`src/hw/rtl/dip_pkg.sv`:
```
`default_nettype none

package dip_pkg;

  // Parser phases.
  localparam logic [2:0] PH_START   = 3'd0;
  localparam logic [2:0] PH_WS      = 3'd1;
  localparam logic [2:0] PH_SIGN    = 3'd2;
  localparam logic [2:0] PH_DIGITS  = 3'd3;
  localparam logic [2:0] PH_HEXNEED = 3'd4;
  localparam logic [2:0] PH_SKIP    = 3'd5;

  // Radix of the current part.
  localparam logic [1:0] RX_DEC   = 2'd0;
  localparam logic [1:0] RX_OCT   = 2'd1;
  localparam logic [1:0] RX_HEX   = 2'd2;
  localparam logic [1:0] RX_LEAD0 = 2'd3;

  // Characters of interest.
  localparam logic [7:0] CH_NUL   = 8'h00;
  localparam logic [7:0] CH_SPACE = 8'h20;
  localparam logic [7:0] CH_TAB   = 8'h09;
  localparam logic [7:0] CH_CR    = 8'h0d;
  localparam logic [7:0] CH_PLUS  = 8'h2b;
  localparam logic [7:0] CH_MINUS = 8'h2d;
  localparam logic [7:0] CH_DOT   = 8'h2e;
  localparam logic [7:0] CH_ZERO  = 8'h30;
  localparam logic [7:0] CH_ONE   = 8'h31;
  localparam logic [7:0] CH_NINE  = 8'h39;
  localparam logic [7:0] CH_LA    = 8'h61;
  localparam logic [7:0] CH_LF    = 8'h66;
  localparam logic [7:0] CH_UA    = 8'h41;
  localparam logic [7:0] CH_UF    = 8'h46;
  localparam logic [7:0] CH_LX    = 8'h78;
  localparam logic [7:0] CH_UX    = 8'h58;

  localparam logic [1:0] CLASS_B = 2'd2;

  typedef struct packed {
    logic [2:0]      phase;
    logic [2:0]      parts_done;
    logic [7:0]      part_value;
    logic            part_overflow;
    logic [1:0]      radix_mode;
    logic            negative_sign;
    logic [3:0][7:0] octets;
    logic            rejected;
  } parse_state_t;

  localparam parse_state_t STATE_RESET = '{
    phase:         PH_START,
    parts_done:    3'd0,
    part_value:    8'd0,
    part_overflow: 1'b0,
    radix_mode:    RX_DEC,
    negative_sign: 1'b0,
    octets:        '0,
    rejected:      1'b0
  };

  typedef struct packed {
    logic [31:0] ip_address;
    logic        valid_res;
  } dip_result_t;

  function automatic logic is_space(input logic [7:0] c);
    return (c == CH_SPACE) || (c >= CH_TAB && c <= CH_CR);
  endfunction

  // Returns {is_digit, value} for the character in the given radix mode.
  function automatic logic [4:0] digit_of(input logic [7:0] c, input logic [1:0] mode);
    logic [4:0] base;
    logic [3:0] d;
    logic       hit;
    begin
      base = (mode == RX_HEX) ? 5'd16 : ((mode == RX_DEC) ? 5'd10 : 5'd8);
      hit  = 1'b1;
      d    = 4'd0;
      if (c >= CH_ZERO && c <= CH_NINE) begin
        d = 4'(c - CH_ZERO);
      end else if (c >= CH_LA && c <= CH_LF) begin
        d = 4'(c - CH_LA + 8'd10);
      end else if (c >= CH_UA && c <= CH_UF) begin
        d = 4'(c - CH_UA + 8'd10);
      end else begin
        hit = 1'b0;
      end
      return {hit && ({1'b0, d} < base), d};
    end
  endfunction

endpackage

`default_nettype wire

```
`src/hw/rtl/dotted_ipv4_address_parser.sv`:
```
`default_nettype none

// Dotted IPv4 address parser. Takes the address text one character per word on
// the input stream, ended by a zero character, and returns one word per string:
// the 32-bit address (first octet in the top byte) in out_tdata and a valid flag
// in out_tuser; rejected text gives address 0 with the flag low. Parts are read
// in decimal, octal (leading 0) or hex (0x), and classful short forms with two
// or three parts are expanded. One character is accepted every cycle unless a
// terminating zero is held; the parser state update for one character sits
// between the input register and the output register, which takes the result
// as that zero moves on. A terminating zero waits in the input register, and
// holds off further characters, while an earlier result has not been taken.
module dotted_ipv4_address_parser
  import dip_pkg::*;
(
  input  wire logic        clk,
  input  wire logic        rst_n,
  input  wire logic        in_tvalid,
  output      logic        in_tready,
  input  wire logic [7:0]  in_tdata,   // [7:0] ch
  output      logic        out_tvalid,
  input  wire logic        out_tready,
  output      logic [31:0] out_tdata,  // [31:0] ip_address
  output      logic        out_tuser   // [0] valid_res
);

  logic        in_v_r;
  logic [7:0]  in_ch_r;
  logic        adv;
  logic        fin;
  logic        out_v_r;
  dip_result_t out_r;
  dip_result_t res;

  assign fin = (in_ch_r == CH_NUL);
  // A character moves on unless it ends a string whose result cannot be stored.
  assign adv       = in_v_r && (!fin || !out_v_r || out_tready);
  assign in_tready = !in_v_r || adv;

  dip_parser u_parser (
    .clk   (clk),
    .rst_n (rst_n),
    .step  (adv),
    .ch    (in_ch_r),
    .res   (res)
  );

  always_ff @(posedge clk) begin
    if (!rst_n) begin
      in_v_r <= 1'b0;
    end else if (in_tready) begin
      in_v_r <= in_tvalid;
    end
  end

  always_ff @(posedge clk) begin
    if (in_tready && in_tvalid) begin
      in_ch_r <= in_tdata;
    end
  end

  always_ff @(posedge clk) begin
    if (!rst_n) begin
      out_v_r <= 1'b0;
    end else if (adv && fin) begin
      out_v_r <= 1'b1;
    end else if (out_tready) begin
      out_v_r <= 1'b0;
    end
  end

  always_ff @(posedge clk) begin
    if (adv && fin) begin
      out_r <= res;
    end
  end

  assign out_tvalid = out_v_r;
  assign out_tdata  = out_r.ip_address;
  assign out_tuser  = out_r.valid_res;

endmodule

`default_nettype wire

```
`src/hw/rtl/dip_parser.sv`:
```
`default_nettype none

module dip_parser
  import dip_pkg::*;
(
  input  wire logic        clk,
  input  wire logic        rst_n,
  input  wire logic        step,
  input  wire logic [7:0]  ch,
  output dip_result_t      res
);

  parse_state_t st_r;
  parse_state_t st_nxt;
  logic         fin;

  // Multiply-accumulate of one digit, saturating at 255 with an overflow flag.
  function automatic parse_state_t accumulate(input parse_state_t s, input logic [3:0] d);
    parse_state_t o;
    logic [11:0]  v;
    logic [11:0]  pv;
    begin
      o  = s;
      pv = {4'd0, s.part_value};
      case (s.radix_mode)
        RX_HEX:  v = (pv << 4) + {8'd0, d};
        RX_DEC:  v = (pv << 3) + (pv << 1) + {8'd0, d};
        default: v = (pv << 3) + {8'd0, d};
      endcase
      if (v > 12'd255) begin
        o.part_overflow = 1'b1;
        o.part_value    = 8'hff;
      end else begin
        o.part_value = v[7:0];
      end
      return o;
    end
  endfunction

  function automatic parse_state_t end_part(input parse_state_t s, input logic at_dot);
    parse_state_t o;
    begin
      o = s;
      if (s.part_overflow || (s.negative_sign && s.part_value != 8'd0)) begin
        o.rejected = 1'b1;
      end else begin
        o.octets[s.parts_done[1:0]] = s.part_value;
        o.parts_done    = s.parts_done + 3'd1;
        o.part_value    = 8'd0;
        o.part_overflow = 1'b0;
        o.radix_mode    = RX_DEC;
        o.negative_sign = 1'b0;
        o.phase = (at_dot && s.parts_done >= 3'd3) ? PH_SKIP : PH_START;
      end
      return o;
    end
  endfunction

  assign fin = (ch == CH_NUL);

  always_comb begin
    logic [4:0] dg;
    logic [4:0] hx;
    st_nxt = st_r;
    dg     = digit_of(ch, st_r.radix_mode == RX_LEAD0 ? RX_OCT : st_r.radix_mode);
    hx     = digit_of(ch, RX_HEX);
    if (!st_r.rejected) begin
      case (st_r.phase)
        PH_START, PH_WS: begin
          if (is_space(ch)) begin
            st_nxt.phase = PH_WS;
          end else if (ch == CH_PLUS || ch == CH_MINUS) begin
            st_nxt.negative_sign = (ch == CH_MINUS);
            st_nxt.phase         = PH_SIGN;
          end else if (ch == CH_ZERO) begin
            st_nxt.radix_mode = RX_LEAD0;
            st_nxt.phase      = PH_DIGITS;
          end else if (ch >= CH_ONE && ch <= CH_NINE) begin
            st_nxt.radix_mode = RX_DEC;
            st_nxt.part_value = ch - CH_ZERO;
            st_nxt.phase      = PH_DIGITS;
          end else if (st_r.phase == PH_START && ch == CH_DOT) begin
            st_nxt = end_part(st_r, 1'b1);
          end else if (!(st_r.phase == PH_START && fin)) begin
            st_nxt.rejected = 1'b1;
          end
        end
        PH_SIGN: begin
          if (ch == CH_ZERO) begin
            st_nxt.radix_mode = RX_LEAD0;
            st_nxt.phase      = PH_DIGITS;
          end else if (ch >= CH_ONE && ch <= CH_NINE) begin
            st_nxt.radix_mode = RX_DEC;
            st_nxt.part_value = ch - CH_ZERO;
            st_nxt.phase      = PH_DIGITS;
          end else begin
            st_nxt.rejected = 1'b1;
          end
        end
        PH_HEXNEED: begin
          if (!hx[4]) begin
            st_nxt.rejected = 1'b1;
          end else begin
            st_nxt.radix_mode = RX_HEX;
            st_nxt            = accumulate(st_nxt, hx[3:0]);
            st_nxt.phase      = PH_DIGITS;
          end
        end
        PH_DIGITS: begin
          if (st_r.radix_mode == RX_LEAD0 && (ch == CH_LX || ch == CH_UX)) begin
            st_nxt.phase = PH_HEXNEED;
          end else if (dg[4]) begin
            if (st_r.radix_mode == RX_LEAD0) begin
              st_nxt.radix_mode = RX_OCT;
            end
            st_nxt = accumulate(st_nxt, dg[3:0]);
          end else if (ch == CH_DOT || fin) begin
            st_nxt = end_part(st_r, ch == CH_DOT);
          end else begin
            st_nxt.rejected = 1'b1;
          end
        end
        PH_SKIP: begin
        end
        default: begin
          st_nxt.rejected = 1'b1;
        end
      endcase
    end
  end

  // Classful expansion of the finished string.
  always_comb begin
    logic [7:0] a, b, x, y;
    logic [2:0] n;
    logic       ok;
    n  = st_nxt.parts_done;
    a  = st_nxt.octets[0];
    b  = st_nxt.octets[1];
    x  = st_nxt.octets[2];
    y  = st_nxt.octets[3];
    ok = !st_nxt.rejected && (n != 3'd0);
    if (ok && n != 3'd4) begin
      if (!a[7] && n == 3'd3) begin
        y = x;
        x = b;
        b = 8'd0;
      end else if (!a[7] && n == 3'd2) begin
        y = b;
        x = 8'd0;
        b = 8'd0;
      end else if (a[7:6] == CLASS_B && n == 3'd3) begin
        y = x;
        x = 8'd0;
      end else begin
        ok = 1'b0;
      end
    end
    res.ip_address = ok ? {a, b, x, y} : 32'd0;
    res.valid_res  = ok;
  end

  always_ff @(posedge clk) begin
    if (!rst_n) begin
      st_r <= STATE_RESET;
    end else if (step) begin
      st_r <= fin ? STATE_RESET : st_nxt;
    end
  end

endmodule

`default_nettype wire
```
`config.mk`:
```
export PLATFORM = sky130hd
export DESIGN_NAME = dotted_ipv4_address_parser
export DESIGN_NICKNAME = d
export VERILOG_FILES = /design/src/hw/rtl/dip_pkg.sv /design/src/hw/rtl/dotted_ipv4_address_parser.sv /design/src/hw/rtl/dip_parser.sv
export SDC_FILE = /design/constraint.sdc
export NUM_CORES = 1
export LEC_CHECK = 0
export BUFFER_PORTS_ARGS = -buffer_cell sky130_fd_sc_hd__buf_2
export CAP_MARGIN = 20
export CORE_MARGIN = 2
export CORE_UTILIZATION = 55
export CTS_CLUSTER_DIAMETER = 50
export DETAILED_ROUTE_END_ITERATION = 12
export HOLD_SLACK_MARGIN = 0.15
export PLACE_DENSITY_LB_ADDON = 0.05
export SLEW_MARGIN = 30
export SYNTH_ARGS = -nofsm -noshare
export SYNTH_HDL_FRONTEND = slang
export SYNTH_SLANG_ARGS = --single-unit
```
`constraint.sdc`:
```
create_clock -name clk -period 5.14 [get_ports clk]
set_clock_uncertainty 0.1 [all_clocks]
set_input_delay 0.771 -clock clk [delete_from_list [all_inputs] [get_ports clk]]
set_output_delay 0.771 -clock clk [all_outputs]
set_load 0.005 [all_outputs]
```
==> results.sh, run 1 <==
export IMPL_antenna_found_initial=0
export IMPL_tns_ns=0
export IMPL_fillers=1021
export IMPL_clk_latency_ns=0.36
export IMPL_detail_route_wl_per_cell_um=21.9
export IMPL_crit_top_cell="ha_1"
export IMPL_grt_first_pass_wirelength_um=33000
export IMPL_fp_dieArea_um2=13000
export IMPL_start_util_pct=55.9
export IMPL_dr_pass1_iters=6
export IMPL_synth_edff_count=41
export IMPL_die_w_um=114
export IMPL_gp_congestion=1.01
export IMPL_postSynthAreaPerCell_um2=8.69
export IMPL_cts_root_buf="clkbuf_16"
export IMPL_rows=40
export IMPL_slew_headroom_pct=41.7
export IMPL_reg2reg_slack_ns=0.19
export IMPL_cts_tree="built"
export IMPL_start_kind="register"
export IMPL_cpMaxStageDelayCell="a2111o_1"
export IMPL_grt_pass1_vias=6299
export IMPL_syn_nets=811
export IMPL_p_per_area_nw_per_um2=216
export IMPL_crit_chain="inv_1 > ha_1 > buf_4 > o21ba_2 > o21a_1 > or3_4 > a21oi_2 > nor2_1 > inv_1 > ha_1 > ha_1 > fa_2 > a21o_1 > a21oi_2 > o21bai_1 > a2111o_1 > o211ai_1 > nand2_1 > a22oi_2 > buf_4 > o2111ai_1 > a32o_1"
export IMPL_slew_viol_final=0
export IMPL_cpPeakStageDelay_ns=0.43
export IMPL_ys_types=90
export IMPL_ios=47
export IMPL_path_clk_slew_ns=0.07
export IMPL_synth_area_um2=6660
export IMPL_ys_ff_latch=94
export IMPL_grt_overflow=0
export IMPL_ir_worst_vdd_mv=0.152
export IMPL_status="complete, no violations"
export IMPL_p_seq_share_pct=49.2
export IMPL_p_clk_share_pct=42.3
export IMPL_yosysSeqAreaShare_pct=34.4
export IMPL_die_y_um=114
export IMPL_max_freq_ghz=0.202
export IMPL_synth_warnings=0
export IMPL_postPlaceCellArea_um2=7110
export IMPL_cp_required_ns=5.30
export IMPL_routed_wl_um=21100
export IMPL_drc=0
export IMPL_timing_rr_end="u_parser.st_r[40]$_SDFFE_PN0P_"
export IMPL_fin_crit_sh_pct=96.4
export IMPL_drt_iter0_markers=611
export IMPL_cp_buffers_inverters=4
export IMPL_fin_crit_ns=4.95
export IMPL_setup_viol=0
export IMPL_grt_max_degree=47
export IMPL_fin_area_um2=7510
export IMPL_fin_ws_ns=0.186
export IMPL_leakagePower_nw=2.83
export IMPL_hold_end="u_parser.st_r[5]$_SDFFE_PN0P_"
export IMPL_layout_drive_gt1_share_pct=19.1
export IMPL_comb_power_share_pct=8.6
export IMPL_min_path_type="reg2reg"
export IMPL_antenna_cells=0
export IMPL_numClockSinks=94
export IMPL_worst_ep_arrival_time_ns=5.11
export IMPL_end_kind="register"
export IMPL_hold_viol_final=0
export IMPL_cp_top_family="compound AO/OA/AOI/OAI gates"
export IMPL_seq_area_um2=2290
export IMPL_synth_main_ff_cell="dfxtp_1"
export IMPL_postRouteAntennaNets=0
export IMPL_syn_inst=766
export IMPL_p_sw_share_pct=27.4
export IMPL_dpl_worst_slack_ns=0.0369
export IMPL_multi_input_area_um2=4100
export IMPL_layout_nets=857
export IMPL_viasPerCell=6.89
export IMPL_route_vias_total=6639
export IMPL_cts_htree_levels=3
export IMPL_numCtsBuffers=9
export IMPL_grt_usage_pct=32.5
export IMPL_hold_start="u_parser.st_r[5]$_SDFFE_PN0P_"
export IMPL_switchingPower_mw=0.443
export IMPL_clockBufferDepth=2
export IMPL_internal_power_mw=1.18
export IMPL_portBuffers=46
export IMPL_worstRegToRegCells=22
export IMPL_worstReg2RegStart="in_ch_r[0]$_DFFE_PP_"
export IMPL_cap_violations=0
export IMPL_cts_hold_fix_buffers=0
export IMPL_dp_hpwl_um=15400
export IMPL_worstMarginPinSlew_ns=0.867
export IMPL_core_um2=11900
export IMPL_async_reset_ff_share_pct=0
export IMPL_min_path_cells=2
export IMPL_crit_type="reg2reg"
export IMPL_syn_to_final_growth_pct=12.8
export IMPL_critical_path_max_fanout=7
[cell usage after synthesis, types with 4 or more instances]
master,count,area (um^2)
nor2b_1,6,37.5
clkbuf_1,29,109
ha_1,31,388
a22oi_1,47,353
nor3b_2,10,125
xnor2_1,6,52.6
buf_2,14,70.1
o22ai_1,10,62.6
nand2_1,66,248
nand4_1,4,25.0
and2_1,11,68.8
a21oi_1,50,250
a311oi_2,5,75.1
and3_1,8,50.1
a21o_1,7,52.6
nor3_1,12,60.1
a311oi_1,4,35.0
dfxtp_1,53,1060
a31oi_1,10,62.6
nand2b_1,9,56.3
a211oi_1,6,45.0
nand3_1,20,100
a211o_1,10,87.6
edfxtp_1,41,1230
o211ai_1,13,97.6
o21a_1,4,30.0
or2_2,4,25.0
a22o_1,26,228
nor2_1,82,308
o21ai_1,4,20.0
a31o_1,4,35.0
o21ai_0,24,120
or4_1,6,45.0
nor4_1,9,56.3
inv_1,24,90.1
[power groups by stage]
stage	combinational (mW)	clock, mW	sequential, mW
5_1_grt	0.150	0.714	0.797
2_1_floorplan	0.0902	0	0.803
4_1_cts	0.130	0.688	0.795
3_5_place_dp	0.129	0	0.812
3_3_place_gp	0.127	0	0.812
6_report	0.139	0.684	0.796
[cells in the final DEF, fill, tap and decap left out, drive strengths merged, types with 4 or more instances in the layout]
cell type	n
buf	87
nor2	83
nand2	66
dfxtp	53
a21oi	50
a22oi	47
edfxtp	41
ha	31
inv	29
o21ai	29
a22o	26
nand3	20
o211ai	13
nor3	13
nor3b	13
and2	11
a31oi	10
a211o	10
o22ai	10
nor4	10
nand2b	9
clkbuf	9
a311oi	9
and3	8
or4	8
a21o	7
a211oi	7
nor2b	6
xnor2	6
or2	6
a31o	6
o311ai	5
o21a	4
nand4	4
or3b	4
[through the flow]
step           hold slack (ns)  instances  utilization [%]  power, mW
3_3_place_gp             0.390        944             59.7      0.939
6_report                 0.416        964             63.0       1.62
5_1_grt                  0.438        964             63.0       1.66
4_1_cts                  0.414        960             62.3       1.61
2_1_floorplan            0.372        766                -      0.893
3_5_place_dp             0.399        944             59.7      0.941
[metal layers]
metal  up-vias  track usage, %  wire [um]
li1       3033               -          -
met1      3175            39.1       8500
met2       346            55.4      10300
met3        85            5.58       1330
met4         0            17.4        994
met5         -               0          0
[state kept, by name, indices dropped and copies added (netlist names)]
signal / count
u_parser.st_r: 51
out_tdata: 32
in_ch_r: 8
out_tuser: 1
out_tvalid: 1
in_v_r: 1
[worst reg2reg max path, stage by stage (launching register included)]
cell	delay, ns
edfxtp_1	0.41
inv_1	0.08
ha_1	0.21
buf_4	0.16
o21ba_2	0.24
o21a_1	0.23
or3_4	0.41
a21oi_2	0.15
nor2_1	0.07
inv_1	0.06
ha_1	0.22
ha_1	0.24
fa_2	0.36
a21o_1	0.20
a21oi_2	0.16
o21bai_1	0.10
a2111o_1	0.43
o211ai_1	0.13
nand2_1	0.14
a22oi_2	0.20
buf_4	0.17
o2111ai_1	0.12
a32o_1	0.27
[area by class of cell]
class | instances | share of cell area (%)
multi-input combinational | 594 | 54.6
sequential | 94 | 30.5
timing repair buffer | 87 | 7.16
clock buffer | 9 | 3.00
tap | 147 | 2.45
inverter | 26 | 1.30
clock inverter | 7 | 1.00
[repair_timing]
action,4_1_cts,5_1_grt
resized for setup,1,14
buffers inserted,0,4
pin swaps,0,2
endpoints found under the setup margin,1,9
[worst max path at each step]
stage / from / cells past startpoint / slack [ns] / to
after floorplan: in_ch_r[0]$_DFFE_PP_ / 20 / 0.21 / u_parser.st_r[40]$_SDFFE_PN0P_
after global placement: in_ch_r[0]$_DFFE_PP_ / 20 / 0.19 / u_parser.st_r[40]$_SDFFE_PN0P_
after detailed placement: in_ch_r[0]$_DFFE_PP_ / 20 / 0.04 / u_parser.st_r[40]$_SDFFE_PN0P_
after CTS: in_ch_r[0]$_DFFE_PP_ / 22 / 0.02 / u_parser.st_r[40]$_SDFFE_PN0P_
after global routing: in_ch_r[0]$_DFFE_PP_ / 22 / -0.02 / u_parser.st_r[38]$_SDFFE_PN0P_
final: in_ch_r[0]$_DFFE_PP_ / 22 / 0.19 / u_parser.st_r[40]$_SDFFE_PN0P_
[cell families (layout without fill, tap and decap cells)]
logic type	after synthesis	after routing	share of synthesized area, %
AND/OR/NAND/NOR	275	275	21.8
buffers and inverters	78	129	5.08
AO/OA/AOI/OAI	274	274	30.6
adder cells (fa/ha/maj)	33	33	6.43
XOR/XNOR	9	9	1.18
multiplexers	3	3	0.451
flip-flops	94	94	34.4
No activity file was read; power rests on OpenSTA's default activity.
==> run 2, diff against run 1 <==
--- a/config.mk
+++ b/config.mk
@@ -11,6 +11,7 @@
 export CORE_UTILIZATION = 55
 export CTS_CLUSTER_DIAMETER = 50
 export DETAILED_ROUTE_END_ITERATION = 12
+export GPL_TIMING_DRIVEN = 0
 export HOLD_SLACK_MARGIN = 0.15
 export PLACE_DENSITY_LB_ADDON = 0.05
 export SLEW_MARGIN = 30
==> constraint.sdc (replaced) <==
create_clock -name clk -period 5.14 [get_ports clk]
set_clock_uncertainty 0.1 [all_clocks]
set_input_delay 1.028 -clock clk [delete_from_list [all_inputs] [get_ports clk]]
set_output_delay 1.028 -clock clk [all_outputs]
set_load 0.005 [all_outputs]
==> run 2 against run 1 <==
Compared with the run above: wire length increased by 1.9%; cell count increased by 3.4%; count of clock-buffer cells in the layout unchanged; sequential power decreased by 1%; sequential share of layout area decreased by 0.94 points; combinational power increased by 21%; register-to-register slack got worse by 0.12 ns; clock power about the same; utilization increased by 2.0 points; via count increased by 2.2%; critical path type unchanged; critical endpoint unchanged; largest cell class unchanged.
==> results.sh, run 2 (same netlist as run 1, synthesis figures left out) <==
export IMPL_core_um2=11900
export IMPL_largest_reg_flops=51
export IMPL_cap_violations=0
export IMPL_critical_path_max_fanout=6
export IMPL_cts_root_buf="clkbuf_16"
export IMPL_antenna_cells=0
export IMPL_grt_usage_pct=33.1
export IMPL_cts_tree="built"
export IMPL_hold_start="u_parser.st_r[21]$_SDFFE_PN0P_"
export IMPL_cts_hold_fix_buffers=0
export IMPL_path_clk_slew_ns=0.07
export IMPL_die_y_um=114
export IMPL_start_kind="register"
export IMPL_hold_end="u_parser.st_r[21]$_SDFFE_PN0P_"
export IMPL_fp_dieArea_um2=13000
export IMPL_viasPerCell=6.81
export IMPL_drt_iter0_markers=698
export IMPL_start_util_pct=55.9
export IMPL_clk_latency_ns=0.37
export IMPL_slew_headroom_pct=40.2
export IMPL_ios=47
export IMPL_status="complete, no violations"
export IMPL_dpl_worst_slack_ns=-0.659
export IMPL_antenna_found_initial=0
export IMPL_dr_pass1_iters=6
export IMPL_fin_crit_sh_pct=98.7
export IMPL_end_kind="register"
export IMPL_fin_crit_ns=5.07
export IMPL_clockBufferDepth=2
export IMPL_grt_overflow=0
export IMPL_cp_required_ns=5.30
export IMPL_tns_ns=0
export IMPL_grt_pass1_vias=6308
export IMPL_final_cell_mix="nor2_1 (80), nand2_1 (65), buf_2 (59)"
export IMPL_cpMaxStageDelayCell="edfxtp_1"
export IMPL_top_register="u_parser.st_r"
export IMPL_p_per_area_nw_per_um2=211
export IMPL_worstMarginPinSlew_ns=0.889
export IMPL_die_w_um=114
export IMPL_layout_drive_gt1_share_pct=20.0
export IMPL_cp_top_family="compound AO/OA/AOI/OAI gates"
export IMPL_cpPeakStageDelay_ns=0.52
export IMPL_portBuffers=46
export IMPL_fin_ws_ns=0.0676
export IMPL_postRouteAntennaNets=0
export IMPL_timing_rr_end="u_parser.st_r[40]$_SDFFE_PN0P_"
export IMPL_power_mw=1.64
export IMPL_grt_first_pass_wirelength_um=33600
export IMPL_crit_chain="ha_1 > nor3b_2 > o21a_1 > nor2_1 > a21oi_4 > a21oi_4 > fa_1 > inv_2 > fa_2 > a21o_1 > a21oi_2 > o21bai_1 > a2111o_1 > o211ai_1 > nand2_1 > a22oi_2 > buf_6 > o2111ai_1 > a32o_1"
export IMPL_grt_max_degree=26
export IMPL_numCtsBuffers=9
export IMPL_gp_congestion=0.971
export IMPL_drc=0
export IMPL_min_path_cells=2
export IMPL_fillers=1008
export IMPL_worstReg2RegStart="in_ch_r[5]$_DFFE_PP_"
export IMPL_setup_viol=0
export IMPL_layout_commonest_cell="nor2_1"
export IMPL_leakagePower_nw=2.87
export IMPL_fin_area_um2=7750
export IMPL_ir_worst_vdd_mv=0.146
export IMPL_final_cells=997
export IMPL_min_path_type="reg2reg"
export IMPL_dp_cells=961
export IMPL_hold_slack_ns=0.419
export IMPL_dp_hpwl_um=15600
export IMPL_rows=40
export IMPL_cts_htree_levels=3
export IMPL_route_vias_total=6787
export IMPL_worstRegToRegCells=19
export IMPL_numClockSinks=94
export IMPL_cp_buffers_inverters=2
export IMPL_max_freq_ghz=0.197
export IMPL_crit_type="reg2reg"
export IMPL_reg2reg_slack_ns=0.07
export IMPL_slew_viol_final=0
export IMPL_hold_viol_final=0
export IMPL_final_util_pct=65.0
export IMPL_layout_nets=890
export IMPL_detail_route_wl_per_cell_um=21.6
export IMPL_crit_top_cell="a21oi_4"
export IMPL_syn_to_final_growth_pct=16.4
export IMPL_postPlaceCellArea_um2=7120
export IMPL_worst_ep_arrival_time_ns=5.23
export IMPL_routed_wl_um=21500
## run 2: layout make-up
class,instances,area [um^2],share of cell area (%)
Tap cell,147,184,2.37
Buffer,52,249,3.21
Sequential cell,94,2290,29.6
Inverter,26,97.6,1.26
Clock inverter,7,72.6,0.937
Multi-Input combinational cell,594,4210,54.3
Clock buffer,9,225,2.91
Timing Repair Buffer,68,417,5.38
## run 2: worst reg2reg max path: stages (launching register included)
cell and delay (ns):
edfxtp_1 0.52, ha_1 0.34, nor3b_2 0.40, o21a_1 0.26, nor2_1 0.16, a21oi_4 0.21, a21oi_4 0.07, fa_1 0.52
inv_2 0.05, fa_2 0.39, a21o_1 0.20, a21oi_2 0.15, o21bai_1 0.10, a2111o_1 0.41, o211ai_1 0.13, nand2_1 0.16
a22oi_2 0.23, buf_6 0.15, o2111ai_1 0.13, a32o_1 0.28
## run 2: worst max-delay path by stage
stage / cells past startpoint / slack, ns / end / startpoint
after floorplan: 20 / 0.21 / u_parser.st_r[40]$_SDFFE_PN0P_ / in_ch_r[0]$_DFFE_PP_
after global placement: 20 / -0.63 / u_parser.st_r[38]$_SDFFE_PN0P_ / in_ch_r[0]$_DFFE_PP_
after detailed placement: 20 / -0.66 / u_parser.st_r[40]$_SDFFE_PN0P_ / in_ch_r[0]$_DFFE_PP_
after CTS: 19 / 0.006 / u_parser.st_r[40]$_SDFFE_PN0P_ / in_ch_r[0]$_DFFE_PP_
after global routing: 19 / -0.05 / u_parser.st_r[40]$_SDFFE_PN0P_ / in_ch_r[5]$_DFFE_PP_
final: 19 / 0.07 / u_parser.st_r[40]$_SDFFE_PN0P_ / in_ch_r[5]$_DFFE_PP_
## run 2: power breakdown
part / internal (mW) / switching, mW / leakage, nW
sequential: 0.780 / 0.00683 / 0.836
combinational: 0.0591 / 0.109 / 1.89
clock: 0.343 / 0.338 / 0.143
## run 2: per-layer routing
layer / global-route usage (%) / share of wire [%]
met4: 17.6 / 5.8
met1: 38.5 / 38
met5: 0 / 0
met2: 57.9 / 49
met3: 6.06 / 7.2
## run 2: timing repair
item	in CTS	in global routing
endpoints found under the hold margin	0	0
setup endpoints to repair	9	9
buffers inserted	7	13
resized for setup	15	30
pin swaps	5	10
